## src/rtl/core/dq_pkg.sv

```systemverilog
// Shared types and constants for the double-ended queue.
// Used by the controller, the datapath and the top level; no dependencies.
`timescale 1ns / 1ps
`default_nettype none

package dq_pkg;

  // Field widths fixed by the item format
  localparam int unsigned OP_W     = 3;
  localparam int unsigned WORD_W   = 32;
  localparam int unsigned STATUS_W = 2;
  localparam int unsigned OCC_W    = 5;
  localparam int unsigned HOME_W   = 5;

  // Defaults
  localparam int unsigned DEPTH_DEFAULT = 16;
  localparam int unsigned HOME_RESET    = 16;

  // Operation codes; codes 5 to 7 are no-ops
  typedef enum logic [OP_W-1:0] {
    OP_PUSH_FRONT = 3'd0,
    OP_PUSH_BACK  = 3'd1,
    OP_POP_FRONT  = 3'd2,
    OP_POP_BACK   = 3'd3,
    OP_CLEAR      = 3'd4
  } opcode_e;

  // Result status codes
  typedef enum logic [STATUS_W-1:0] {
    STAT_OK      = 2'd0,
    STAT_NO_ROOM = 2'd1,
    STAT_EMPTY   = 2'd2
  } status_e;

  // Controller states
  typedef enum logic [1:0] {
    CTRL_IDLE,
    CTRL_READ,
    CTRL_RESP
  } ctrl_state_e;

  // Input item
  typedef struct packed {
    logic [OP_W-1:0]          opcode;
    logic signed [WORD_W-1:0] push_value;
  } in_item_t;

  // Result item
  typedef struct packed {
    logic signed [WORD_W-1:0] pop_value;
    logic [STATUS_W-1:0]      status;
    logic [OCC_W-1:0]         occupancy;
  } out_item_t;

  // Controller to datapath
  typedef struct packed {
    logic exec;     // apply the accepted item
    logic capture;  // latch the RAM read data as the popped word
  } dq_cmd_t;

  // Datapath to controller
  typedef struct packed {
    logic pop_read; // item at the input is a pop that succeeds
  } dq_stat_t;

endpackage

`default_nettype wire

```

## src/rtl/core/dq_ram.sv

```systemverilog
// Generic single-port-write, single-port-read RAM with registered read data.
// No dependencies.
`timescale 1ns / 1ps
`default_nettype none

module dq_ram #(
  parameter int unsigned WIDTH = 32,
  parameter int unsigned DEPTH = 16
) (
  input  wire logic                     clk_i,
  input  wire logic                     we_i,
  input  wire logic [$clog2(DEPTH)-1:0] waddr_i,
  input  wire logic [WIDTH-1:0]         wdata_i,
  input  wire logic                     re_i,
  input  wire logic [$clog2(DEPTH)-1:0] raddr_i,
  output logic      [WIDTH-1:0]         rdata_o
);

  logic [WIDTH-1:0] mem_q [DEPTH];
  logic [WIDTH-1:0] rdata_q;

  // Write port and registered read port
  always_ff @(posedge clk_i) begin
    if (we_i) begin
      mem_q[waddr_i] <= wdata_i;
    end
    if (re_i) begin
      rdata_q <= mem_q[raddr_i];
    end
  end

  assign rdata_o = rdata_q;

endmodule

`default_nettype wire

```

## src/rtl/core/dq_ctrl.sv

```systemverilog
// Controller for the double-ended queue: accepts one item, waits on the
// RAM read for pops, then presents the result. Depends on dq_pkg.
`timescale 1ns / 1ps
`default_nettype none

module dq_ctrl (
  input  wire logic             clk_i,
  input  wire logic             rst_ni,
  input  wire logic             in_valid_i,
  output logic                  in_ready_o,
  output logic                  out_valid_o,
  input  wire logic             out_ready_i,
  input  wire dq_pkg::dq_stat_t stat_i,
  output dq_pkg::dq_cmd_t       cmd_o
);

  import dq_pkg::*;

  ctrl_state_e state_q, state_d;

  // State register
  always_ff @(posedge clk_i or negedge rst_ni) begin
    if (!rst_ni) begin
      state_q <= CTRL_IDLE;
    end else begin
      state_q <= state_d;
    end
  end

  // Next state and commands
  always_comb begin
    state_d       = state_q;
    in_ready_o    = 1'b0;
    out_valid_o   = 1'b0;
    cmd_o.exec    = 1'b0;
    cmd_o.capture = 1'b0;
    unique case (state_q)
      CTRL_IDLE: begin
        in_ready_o = 1'b1;
        if (in_valid_i) begin
          cmd_o.exec = 1'b1;
          state_d    = stat_i.pop_read ? CTRL_READ : CTRL_RESP;
        end
      end
      CTRL_READ: begin
        // read data is out of the RAM now
        cmd_o.capture = 1'b1;
        state_d       = CTRL_RESP;
      end
      CTRL_RESP: begin
        out_valid_o = 1'b1;
        if (out_ready_i) begin
          state_d = CTRL_IDLE;
        end
      end
      default: begin
        state_d = CTRL_IDLE;
      end
    endcase
  end

endmodule

`default_nettype wire

```

## src/rtl/core/dq_datapath.sv

```systemverilog
// Datapath for the double-ended queue: end indices, home register, word
// store and result register. Depends on dq_pkg and dq_ram.
`timescale 1ns / 1ps
`default_nettype none

module dq_datapath #(
  parameter int unsigned DEPTH = dq_pkg::DEPTH_DEFAULT
) (
  input  wire logic                      clk_i,
  input  wire logic                      rst_ni,
  input  wire dq_pkg::in_item_t          in_data_i,
  input  wire logic                      cfg_we_i,
  input  wire logic [dq_pkg::HOME_W-1:0] cfg_data_i,
  input  wire dq_pkg::dq_cmd_t           cmd_i,
  output dq_pkg::dq_stat_t               stat_o,
  output dq_pkg::out_item_t              out_data_o
);

  import dq_pkg::*;

  localparam int unsigned IDX_W      = $clog2(DEPTH + 1);
  localparam int unsigned ADDR_W     = $clog2(DEPTH);
  localparam int unsigned RESET_HOME = (HOME_RESET > DEPTH) ? DEPTH : HOME_RESET;
  localparam logic [IDX_W-1:0] DEPTH_IDX = IDX_W'(DEPTH);

  logic [HOME_W-1:0]   home_q;
  logic [IDX_W-1:0]    front_q, front_d;
  logic [IDX_W-1:0]    back_q, back_d;
  logic [IDX_W-1:0]    home_idx;
  logic [IDX_W-1:0]    occ_diff;
  logic                ram_we, ram_re;
  logic [ADDR_W-1:0]   ram_waddr, ram_raddr;
  logic [WORD_W-1:0]   ram_rdata;
  status_e             status_d;
  logic [WORD_W-1:0]   pop_value_q;
  logic [STATUS_W-1:0] status_q;
  logic [OCC_W-1:0]    occ_q;

  // Home register, clipped to the array size where used
  always_ff @(posedge clk_i or negedge rst_ni) begin
    if (!rst_ni) begin
      home_q <= HOME_W'(HOME_RESET);
    end else if (cfg_we_i) begin
      home_q <= cfg_data_i;
    end
  end

  assign home_idx = (32'(home_q) > 32'(DEPTH)) ? DEPTH_IDX : IDX_W'(home_q);

  // Operation decode: next indices, RAM access and status
  always_comb begin
    front_d   = front_q;
    back_d    = back_q;
    ram_we    = 1'b0;
    ram_re    = 1'b0;
    ram_waddr = ADDR_W'(front_q);
    ram_raddr = ADDR_W'(front_q);
    status_d  = STAT_OK;
    unique case (opcode_e'(in_data_i.opcode))
      OP_PUSH_FRONT: begin
        if (front_q != '0 && front_q <= DEPTH_IDX) begin
          front_d   = front_q - IDX_W'(1);
          ram_we    = 1'b1;
          ram_waddr = ADDR_W'(front_d);
        end else begin
          status_d = STAT_NO_ROOM;
        end
      end
      OP_PUSH_BACK: begin
        if (back_q < DEPTH_IDX) begin
          back_d    = back_q + IDX_W'(1);
          ram_we    = 1'b1;
          ram_waddr = ADDR_W'(back_q);
        end else begin
          status_d = STAT_NO_ROOM;
        end
      end
      OP_POP_FRONT: begin
        if (front_q < back_q && front_q < DEPTH_IDX) begin
          front_d   = front_q + IDX_W'(1);
          ram_re    = 1'b1;
          ram_raddr = ADDR_W'(front_q);
        end else begin
          status_d = STAT_EMPTY;
        end
      end
      OP_POP_BACK: begin
        if (back_q > front_q && back_q <= DEPTH_IDX) begin
          back_d    = back_q - IDX_W'(1);
          ram_re    = 1'b1;
          ram_raddr = ADDR_W'(back_d);
        end else begin
          status_d = STAT_EMPTY;
        end
      end
      OP_CLEAR: begin
        front_d = home_idx;
        back_d  = home_idx;
      end
      default: begin
        // unused codes change nothing
      end
    endcase
  end

  assign stat_o.pop_read = ram_re;
  assign occ_diff        = back_d - front_d;

  // End indices
  always_ff @(posedge clk_i or negedge rst_ni) begin
    if (!rst_ni) begin
      front_q <= IDX_W'(RESET_HOME);
      back_q  <= IDX_W'(RESET_HOME);
    end else if (cmd_i.exec) begin
      front_q <= front_d;
      back_q  <= back_d;
    end
  end

  // Word store
  dq_ram #(
    .WIDTH (WORD_W),
    .DEPTH (DEPTH)
  ) u_store (
    .clk_i   (clk_i),
    .we_i    (cmd_i.exec & ram_we),
    .waddr_i (ram_waddr),
    .wdata_i (in_data_i.push_value),
    .re_i    (cmd_i.exec & ram_re),
    .raddr_i (ram_raddr),
    .rdata_o (ram_rdata)
  );

  // Result register
  always_ff @(posedge clk_i) begin
    if (cmd_i.exec) begin
      pop_value_q <= '0;
      status_q    <= status_d;
      occ_q       <= OCC_W'(occ_diff);
    end else if (cmd_i.capture) begin
      pop_value_q <= ram_rdata;
    end
  end

  assign out_data_o.pop_value = pop_value_q;
  assign out_data_o.status    = status_q;
  assign out_data_o.occupancy = occ_q;

endmodule

`default_nettype wire

```

## src/rtl/core/double_ended_queue.sv

```systemverilog
// Double-ended queue of signed 32-bit words in a fixed, non-wrapping array.
// Top level joining dq_ctrl and dq_datapath; depends on dq_pkg.
//
// Usage:
//   Input channel (in_valid_i/in_ready_o/in_data_i) carries one operation:
//   push front, push back, pop front, pop back or clear. Every transfer gives
//   exactly one result on the output channel (out_valid_o/out_ready_i/
//   out_data_o): popped word, status (ok, no room, empty) and occupancy.
//   cfg_we_i/cfg_data_i write the home index used by clear; it takes effect
//   on the next clear only.
//   One item at a time: a push, clear, no-op or failed pop shows its result
//   in the cycle after the transfer; a successful pop first passes the read
//   state, as the word store has a registered read port. The result then holds until
//   the receiver takes it; in_ready_o stays low meanwhile, so a stalled
//   receiver stalls the sender. A new item is taken only after the result is
//   taken and the controller is back in its idle state.
//   Reset puts both ends at home index 16 (clipped to DEPTH) and the home
//   register at 16. Store contents are not cleared; only words between the
//   ends are ever read.
`timescale 1ns / 1ps
`default_nettype none

module double_ended_queue #(
  parameter int unsigned DEPTH = dq_pkg::DEPTH_DEFAULT
) (
  input  wire logic                      clk_i,
  input  wire logic                      rst_ni,
  input  wire logic                      in_valid_i,
  output logic                           in_ready_o,
  input  wire dq_pkg::in_item_t          in_data_i,
  output logic                           out_valid_o,
  input  wire logic                      out_ready_i,
  output dq_pkg::out_item_t              out_data_o,
  input  wire logic                      cfg_we_i,
  input  wire logic [dq_pkg::HOME_W-1:0] cfg_data_i
);

  import dq_pkg::*;

  dq_cmd_t  cmd;
  dq_stat_t stat;

  // Sequencing
  dq_ctrl u_ctrl (
    .clk_i       (clk_i),
    .rst_ni      (rst_ni),
    .in_valid_i  (in_valid_i),
    .in_ready_o  (in_ready_o),
    .out_valid_o (out_valid_o),
    .out_ready_i (out_ready_i),
    .stat_i      (stat),
    .cmd_o       (cmd)
  );

  // Indices, store and result
  dq_datapath #(
    .DEPTH (DEPTH)
  ) u_datapath (
    .clk_i      (clk_i),
    .rst_ni     (rst_ni),
    .in_data_i  (in_data_i),
    .cfg_we_i   (cfg_we_i),
    .cfg_data_i (cfg_data_i),
    .cmd_i      (cmd),
    .stat_o     (stat),
    .out_data_o (out_data_o)
  );

  // Never take a new item while a result is pending
  a_no_overlap: assert property (@(posedge clk_i) disable iff (!rst_ni)
    !(in_ready_o && out_valid_o))
    else $error("input ready while result pending");

  // A transfer blocks further input on the next cycle
  a_accept_blocks: assert property (@(posedge clk_i) disable iff (!rst_ni)
    (in_valid_i && in_ready_o) |=> !in_ready_o)
    else $error("second item taken before result delivered");

  // Failed pop and failed push results carry zero data
  a_empty_zero: assert property (@(posedge clk_i) disable iff (!rst_ni)
    (out_valid_o && (out_data_o.status == STAT_EMPTY ||
                     out_data_o.status == STAT_NO_ROOM)) |-> (out_data_o.pop_value == '0))
    else $error("nonzero word on failed operation");

  // Occupancy never exceeds the array size (checked only for DEPTH up to 31)
  a_occ_range: assert property (@(posedge clk_i) disable iff (!rst_ni)
    out_valid_o |-> (DEPTH > 31 || 32'(out_data_o.occupancy) <= DEPTH))
    else $error("occupancy out of range");

endmodule

`default_nettype wire
```

## config.mk

```make
export PLATFORM = sky130hd
export DESIGN_NAME = double_ended_queue
export DESIGN_NICKNAME = d
export VERILOG_FILES = /design/src/rtl/core/dq_pkg.sv /design/src/rtl/core/dq_ram.sv /design/src/rtl/core/dq_ctrl.sv /design/src/rtl/core/dq_datapath.sv /design/src/rtl/core/double_ended_queue.sv
export SDC_FILE = /design/constraint.sdc
export NUM_CORES = 1
export LEC_CHECK = 0
export BUFFER_PORTS_ARGS = -buffer_cell sky130_fd_sc_hd__buf_4
export CAP_MARGIN = 5
export CORE_ASPECT_RATIO = 1.2
export CORE_MARGIN = 8
export CORE_UTILIZATION = 69
export CTS_BUF_LIST = sky130_fd_sc_hd__clkbuf_8
export DETAILED_ROUTE_END_ITERATION = 12
export GPL_TIMING_DRIVEN = 1
export PLACE_DENSITY = 0.87
export SYNTH_ARGS = -nofsm -noshare
export SYNTH_HDL_FRONTEND = slang
export SYNTH_SLANG_ARGS = --single-unit
```

## constraint.sdc

```tcl
create_clock -name clk_i -period 11.4 [get_ports clk_i]
set_clock_uncertainty 0.1 [all_clocks]
set_input_delay 0.57 -clock clk_i [delete_from_list [all_inputs] [get_ports clk_i]]
set_output_delay 0.57 -clock clk_i [all_outputs]
set_load 0.01 [all_outputs]
```

======== Word-level counts from Yosys, hierarchy flattened ========
Memories as Yosys holds them, arrays and structs flattened. A register that Yosys moved wholly into a read port is not among the register bits.
Cells that the tools add are included.
cells by class
  $add $sub $neg .......................... 5
  multiply operators ...................... 0
  divide/modulo/power cells ............... 0
  order comparisons ....................... 7
  eq/ne operators ......................... 8
  shift-type cells ........................ 0
  multiplexer cells ....................... 34
  bitwise operators ....................... 2
  reductions and logical operators ........ 7
operators with widths
  kind                   count
  $pmux W5 S3            2
  $mux W5                5
  $mux W4                4
  $mux W1                13
  $add A5 B1 Y5 const B  2
  $le A5 B5 Y1 const B   2
  $lt A5 B5 Y1 const B   2
  $mux W2                5
  $sub A5 B1 Y5 const B  2
  $pmux W2 S4            1
  $pmux W4 S2            1
  $eq A3 B2 Y1 const B   2
  $pmux W2 S3            1
  $gt A5 B5 Y1           1
  $gt A5 B5 Y1 const B   1
  $lt A5 B5 Y1           1
  $reduce_bool A5 Y1     1
  $sub A5 B5 Y5          1
  $ne A2 B2 Y1 const B   2
  $pmux W1 S2            2
  $eq A3 B1 Y1 const B   1
  $eq A3 B3 Y1 const B   1
  $logic_and A1 B1 Y1    3
  $logic_not A3 Y1       1
  5 further kinds        6
word-level totals
  register bits ........................... 56
  latch bits .............................. 0
  RAM bits ................................ 512
  bits in read-only memories .............. 0
  word-level logic and storage cells ...... 71
  memories ................................ 1
memories
  name                      depth  width  read ports  clocked after Yosys merged registers in  write ports  line          source
  u_datapath.u_store.mem_q  16     32     1           1                                        1            dq_ram.sv:19  logic [WIDTH-1:0] mem_q [DEPTH];

======== Longest topological paths before layout ========
  depth after elaboration ................. 7
  gate-level depth with buffers ........... 17
  gate-level depth less buffers ........... 16

======== Modules after synthesis ========
A second synthesis with hierarchy kept.
second synthesis, totals
  cell total of the unflattened synthesis .. 1,204
  area total of the unflattened synthesis .. 23,446.2 sq um
by module, submodules not included
  module       times used  cells each  area each (sq um)  sequential area each (sq um)
  dq_ram       1           838         20,155.6           16,335.7
  dq_datapath  1           356         3,188.1            1,229.9
  dq_ctrl      1           10          102.6              50.0

======== Worst setup path before layout ========
OpenSTA, ideal clock, no wires.
  kind .................................... reg-to-reg
  start point ............................. register u_datapath.front_q[0]
  end point ............................... memory u_datapath.u_store.mem_q[13][0] (enable)
  library setup time ...................... 421 ps
  data arrival time ....................... 3,619 ps
  path slack .............................. 7,260 ps
  cell stages (with the launch flop) ...... 11
  buffers on the path ..................... 1
  clock period less this slack ............ 4,140 ps
  cells stage by stage .................... dfrtp_1 > buf_2 > inv_1 > ha_1 > nor3b_1 > xnor2_1 > and4_1 > o21a_1 > o211ai_1 > or2_2 > nor2_1
between the ends
  cells in the longest elaborated chain, start to end .. 7
  elaborated cells between the ends (all ways) .. 12
  those cells by class .................... add/sub (1); order compare (1); mux (7); bitwise (1); reduce/logical (2)
RTL lines
  item                                                       line                source
  from (decl)                                                dq_datapath.sv:27   logic [IDX_W-1:0] front_q, front_d;
  from (signal assigned)                                     dq_datapath.sv:112  front_q <= IDX_W'(RESET_HOME);
  from (signal assigned)                                     dq_datapath.sv:115  front_q <= front_d;
  $le A5 B5 Y1 / $reduce_bool A5 Y1 (equally long branches)  dq_datapath.sv:61   if (front_q != '0 && front_q <= DEPTH_IDX) begin
  $logic_and A1 B1 Y1                                        dq_datapath.sv:61
  $mux W1                                                    dq_datapath.sv:61
  $pmux W1 S2                                                dq_datapath.sv:59   unique case (opcode_e'(in_data_i.opcode))
  $and A1 B1 Y1                                              dq_datapath.sv:126  .we_i (cmd_i.exec & ram_we),
  $mux W1                                                    dq_ram.sv:24        if (we_i) begin
  $mux W1 (not written as such)                              dq_ram.sv:25        mem_q[waddr_i] <= wdata_i;
  to (decl)                                                  dq_ram.sv:19
Parallel ways exist; a longest one is shown, timed or not.

======== Final worst setup path ========
  start point ............................. register u_datapath.back_q[4]
  end point ............................... register u_datapath.u_store.rdata_q[13], in the netlist u_datapath.u_store.rdata_o[13], read port of u_datapath.u_store.mem_q (data pin)
between the ends
  cells in the longest elaborated chain, start to end .. 5
  elaborated cells between the ends (all ways) .. 11
  those cells by class .................... order compare (3); mux (5); bitwise (1); reduce/logical (2)
RTL lines
  item                                    line                                  source
  from (decl)                             dq_datapath.sv:28                     logic [IDX_W-1:0] back_q, back_d;
  from (signal assigned)                  dq_datapath.sv:113                    back_q <= IDX_W'(RESET_HOME);
  from (signal assigned)                  dq_datapath.sv:116                    back_q <= back_d;
  $gt A5 B5 Y1 (tied with other cells)    dq_datapath.sv:88                     if (back_q > front_q && back_q <= DEPTH_IDX) begin
  $logic_and A1 B1 Y1 (on tied branches)  dq_datapath.sv:88, dq_datapath.sv:79
  $mux W1 (on tied branches)              dq_datapath.sv:88, dq_datapath.sv:79
  $pmux W1 S2                             dq_datapath.sv:59
  $and A1 B1 Y1                           dq_datapath.sv:129                    .re_i (cmd_i.exec & ram_re),
  to (decl)                               dq_ram.sv:20                          logic [WIDTH-1:0] rdata_q;
Parallel ways exist; a longest one is shown, timed or not.
A chain may end at the register's enable or synchronous reset.

==> results.md <==
* Top Ports at 86
* DP Wirelength at 27,200 µm
* Synth cell types at 67
* PD cells at 223 mW/mm²
* Synth area leaders: edfxtp_1, mux2i_1, o22ai_1, dfxtp_1, dfrtp_1
* Worst path bufs/invs at 3
* Post-CTS resize count at 0
* Logic gate share of total power at 0.278
* P&R area growth vs syn at 12.0%
* Leak at 9.61 nW
* Synth cell count leaders: edfxtp_1, mux2i_1, o22ai_1
* Detail Route Antenna Nets at 0
* Synth Area per Inst at 17.1 µm²
* Hold Slack at 88.6 ps
* Die Area at 0.0403 mm²
* DRT iter0 DRCs at 1,595
* Worst relative slew slack at 0.198
* Routed via count at 13,500
* Number of I/O port buffers at 85
* Initial antenna violation count at 0
* # fillers at 1,827
* Post-synth EDFFs at 551
* Largest area contributor in the netlist: edfxtp_1
* Die Height at 218 µm
* Row count at 74
* TritonRoute pass-1 iters at 7
* Status: completed
* Internal power at 0.00407 W
* Slowest stage delay, CP at 1060 ps
* Max Cap Violations at 0
* CTS H-tree lvls at 3
* Clk Tree Root Cell: clkbuf_8
* Global route overflow at 0
* Sequential power share at 0.444
* Fin. max-slew vios at 0
* Vias in the first global route at 13,400
* Cells after DPL at 1,867
* Largest net degree at the start of global routing at 69
* CTS tree: done
* Setup violations, final at 0
* Post-synth top area share at 0.702
* Ys async rst share at 0.0283
* Final nets at 1,561
* DR DRC count at 0
* Setup tns final at 0 ps
* Crit-path slowest cell: buf_4
* Crit-path most repeated cell: buf_4
* Post-synthesis sequential area ratio at 0.748
* Synth Cell Area at 0.0236 mm²
* GPL Wtd Cong at 0.893
* Core area at 0.0339 mm²
* Worst skew pair latency at 620 ps
* Global Route Usage Sum at 0.271
* Critical path's top delay family: buffers and inverters
* Overall routed net length at 54,700 µm
* Tot Pwr at 0.00589 W
* Main flop type after synthesis: edfxtp_1
* Crit path DAT at 5930 ps
* Worst vdd ir at 203 µV
* Max Freq at 0.176 GHz
* Switching power at 0.00182 W
* RSZ-0062 raised after global routing: false
* Max FO, Critical Path at 68
* Total CTS buffers at 87
* Routed length per instance at 27.0 µm
* Share of cells above drive strength 1 at 0.173
* Clock transition at path regs at 60 ps
* CTS max path bufs at 3
* Critical path cell sequence: inv_2 -> ha_1 -> a21oi_1 -> nand3_2 -> a311o_2 -> mux2i_4 -> buf_4 -> buf_4 -> mux2i_1 -> o22ai_1 -> or4_1
* Initial core utilization at 0.695
* CP endpoint kind: flop
* DR vias/cell at 6.65
* Tightest Pin Transition at 1200 ps
* Flops & latches, synth at 600
* Post-route minimum period at 5690 ps
* Cell with the most instances after synthesis: edfxtp_1
* Sinks on Clock Net at 600
* Synth Net Count at 1,434
* Fin. Hold Viols at 0
* Net Sw Frac at 0.310
* Die width at 185 µm
* Mapped Cells at 1,374
* Hold Path Class: input port to flop
* WS Path Type: flop to flop
* Power share of the clock group at 0.278
* First-pass GRT wire length at 80,400 µm
* Synth Warn # at 0
* Critical Path RT at 11,640 ps
* Fin crit share at 0.499
* Nature of the critical path startpoint: flop
* Non-filler cells, final at 2,027
## metrics by stage
step | util | setup WS [ps] | area (µm²)
floorplan | - | 7260 | 23600
global placement | 0.728 | 6220 | 24700
detailed placement | 0.728 | 5920 | 24700
CTS | 0.778 | 5810 | 26400
global route | 0.778 | 5540 | 26400
finish | 0.778 | 5710 | 26400
## per-layer routing
| layer | vias to the layer above | track usage | routed length, µm |
|---|---|---|---|
| li1 | 5783 | - | - |
| met1 | 6702 | 0.340 | 19900 |
| met2 | 835 | 0.449 | 27400 |
| met3 | 168 | 0.0560 | 5310 |
| met4 | 0 | 0.128 | 2090 |
| met5 | - | 0 | 0 |
## worst reg2reg max path: stages, from the launching register on
cell,delay [ps]
dfstp_2,670
inv_2,130
ha_1,410
a21oi_1,230
nand3_2,130
a311o_2,420
mux2i_4,180
buf_4,920
buf_4,1120
mux2i_1,390
o22ai_1,140
or4_1,580
## layout by cell type, fill, tap and decap left out, types with 15 or more instances in the layout
cell and instances:
edfxtp_1 551, mux2i_1 258, o22ai_1 130, buf_4 110, clkbuf_8 98, inv_1 47
nand2_1 36, or4_1 32, a22o_1 32, dfxtp_1 32, a21oi_1 26, nor2_1 23
nor2_4 17, o21ai_0 15
## path summary, 6_finish.rpt
kind / start / to / slack, ps / cells after the start
setup / recovery: u_datapath.back_q[4]$_DFFE_PN1P_ / u_datapath.u_store.rdata_o[13]$_DFFE_PP_ / 5710 / 11
hold / removal: cfg_data_i[3] / u_datapath.home_q[3]$_DFFE_PN0P_ / 90 / 2
setup reg to reg: u_datapath.back_q[4]$_DFFE_PN1P_ / u_datapath.u_store.rdata_o[13]$_DFFE_PP_ / 5710 / 11
hold reg to reg: u_datapath.u_store.rdata_o[27]$_DFFE_PP_ / u_datapath.pop_value_q[27]$_SDFFE_PP0P_ / 360 / 1
max in group asynchronous: rst_ni / u_datapath.front_q[4]$_DFFE_PN1P_ / 10670 / 2
min in group asynchronous: rst_ni / u_datapath.front_q[1]$_DFFE_PN0P_ / 270 / 2
## area by class of cell
cell class              count  area [µm²]  area share
inverters                  14        52.6     0.00199
well taps                 456         571      0.0216
flip-flops and latches    600       17600       0.668
clock buffers              98        1350      0.0511
diodes                      1        2.50   0.0000949
clock inverters            60         333      0.0126
repair buffers            111         836      0.0317
multi-input cells         687        5620       0.213
## registers in the layout, indices dropped and copies added (netlist names)
register,count
u_ctrl.state_q,2
u_datapath.back_q,5
u_datapath.front_q,5
u_datapath.home_q,5
u_datapath.occ_q,5
u_datapath.pop_value_q,32
u_datapath.status_q,2
u_datapath.u_store.mem_q,512
u_datapath.u_store.rdata_o,32
## logic make-up (layout without fill, tap and decap cells)
kind of cell,count (synthesis),in the layout,share of synthesized area
simple gates,147,147,0.0335
buf+inv,87,283,0.0203
mux,270,270,0.115
flops,600,600,0.748
other cells,0,1,0
compound gates,247,247,0.0716
xor+xnor,8,8,0.00297
fa+ha+maj,15,15,0.00829
## power groups by stage
stage / clock network, W / logic [W] / registers, W
after detailed placement: 0 / 0.00161 / 0.00266
after global routing: 0.00175 / 0.00175 / 0.00262
after floorplan: 0 / 0.00120 / 0.00263
after CTS: 0.00165 / 0.00162 / 0.00261
after global placement: 0 / 0.00155 / 0.00266
final: 0.00164 / 0.00164 / 0.00262
## repair_timing
item                                   CTS  global route
endpoints found under the hold margin   17             0
setup buffers                            0             0
hold buffers                             1             0
No activity file was read; power rests on OpenSTA's default activity.
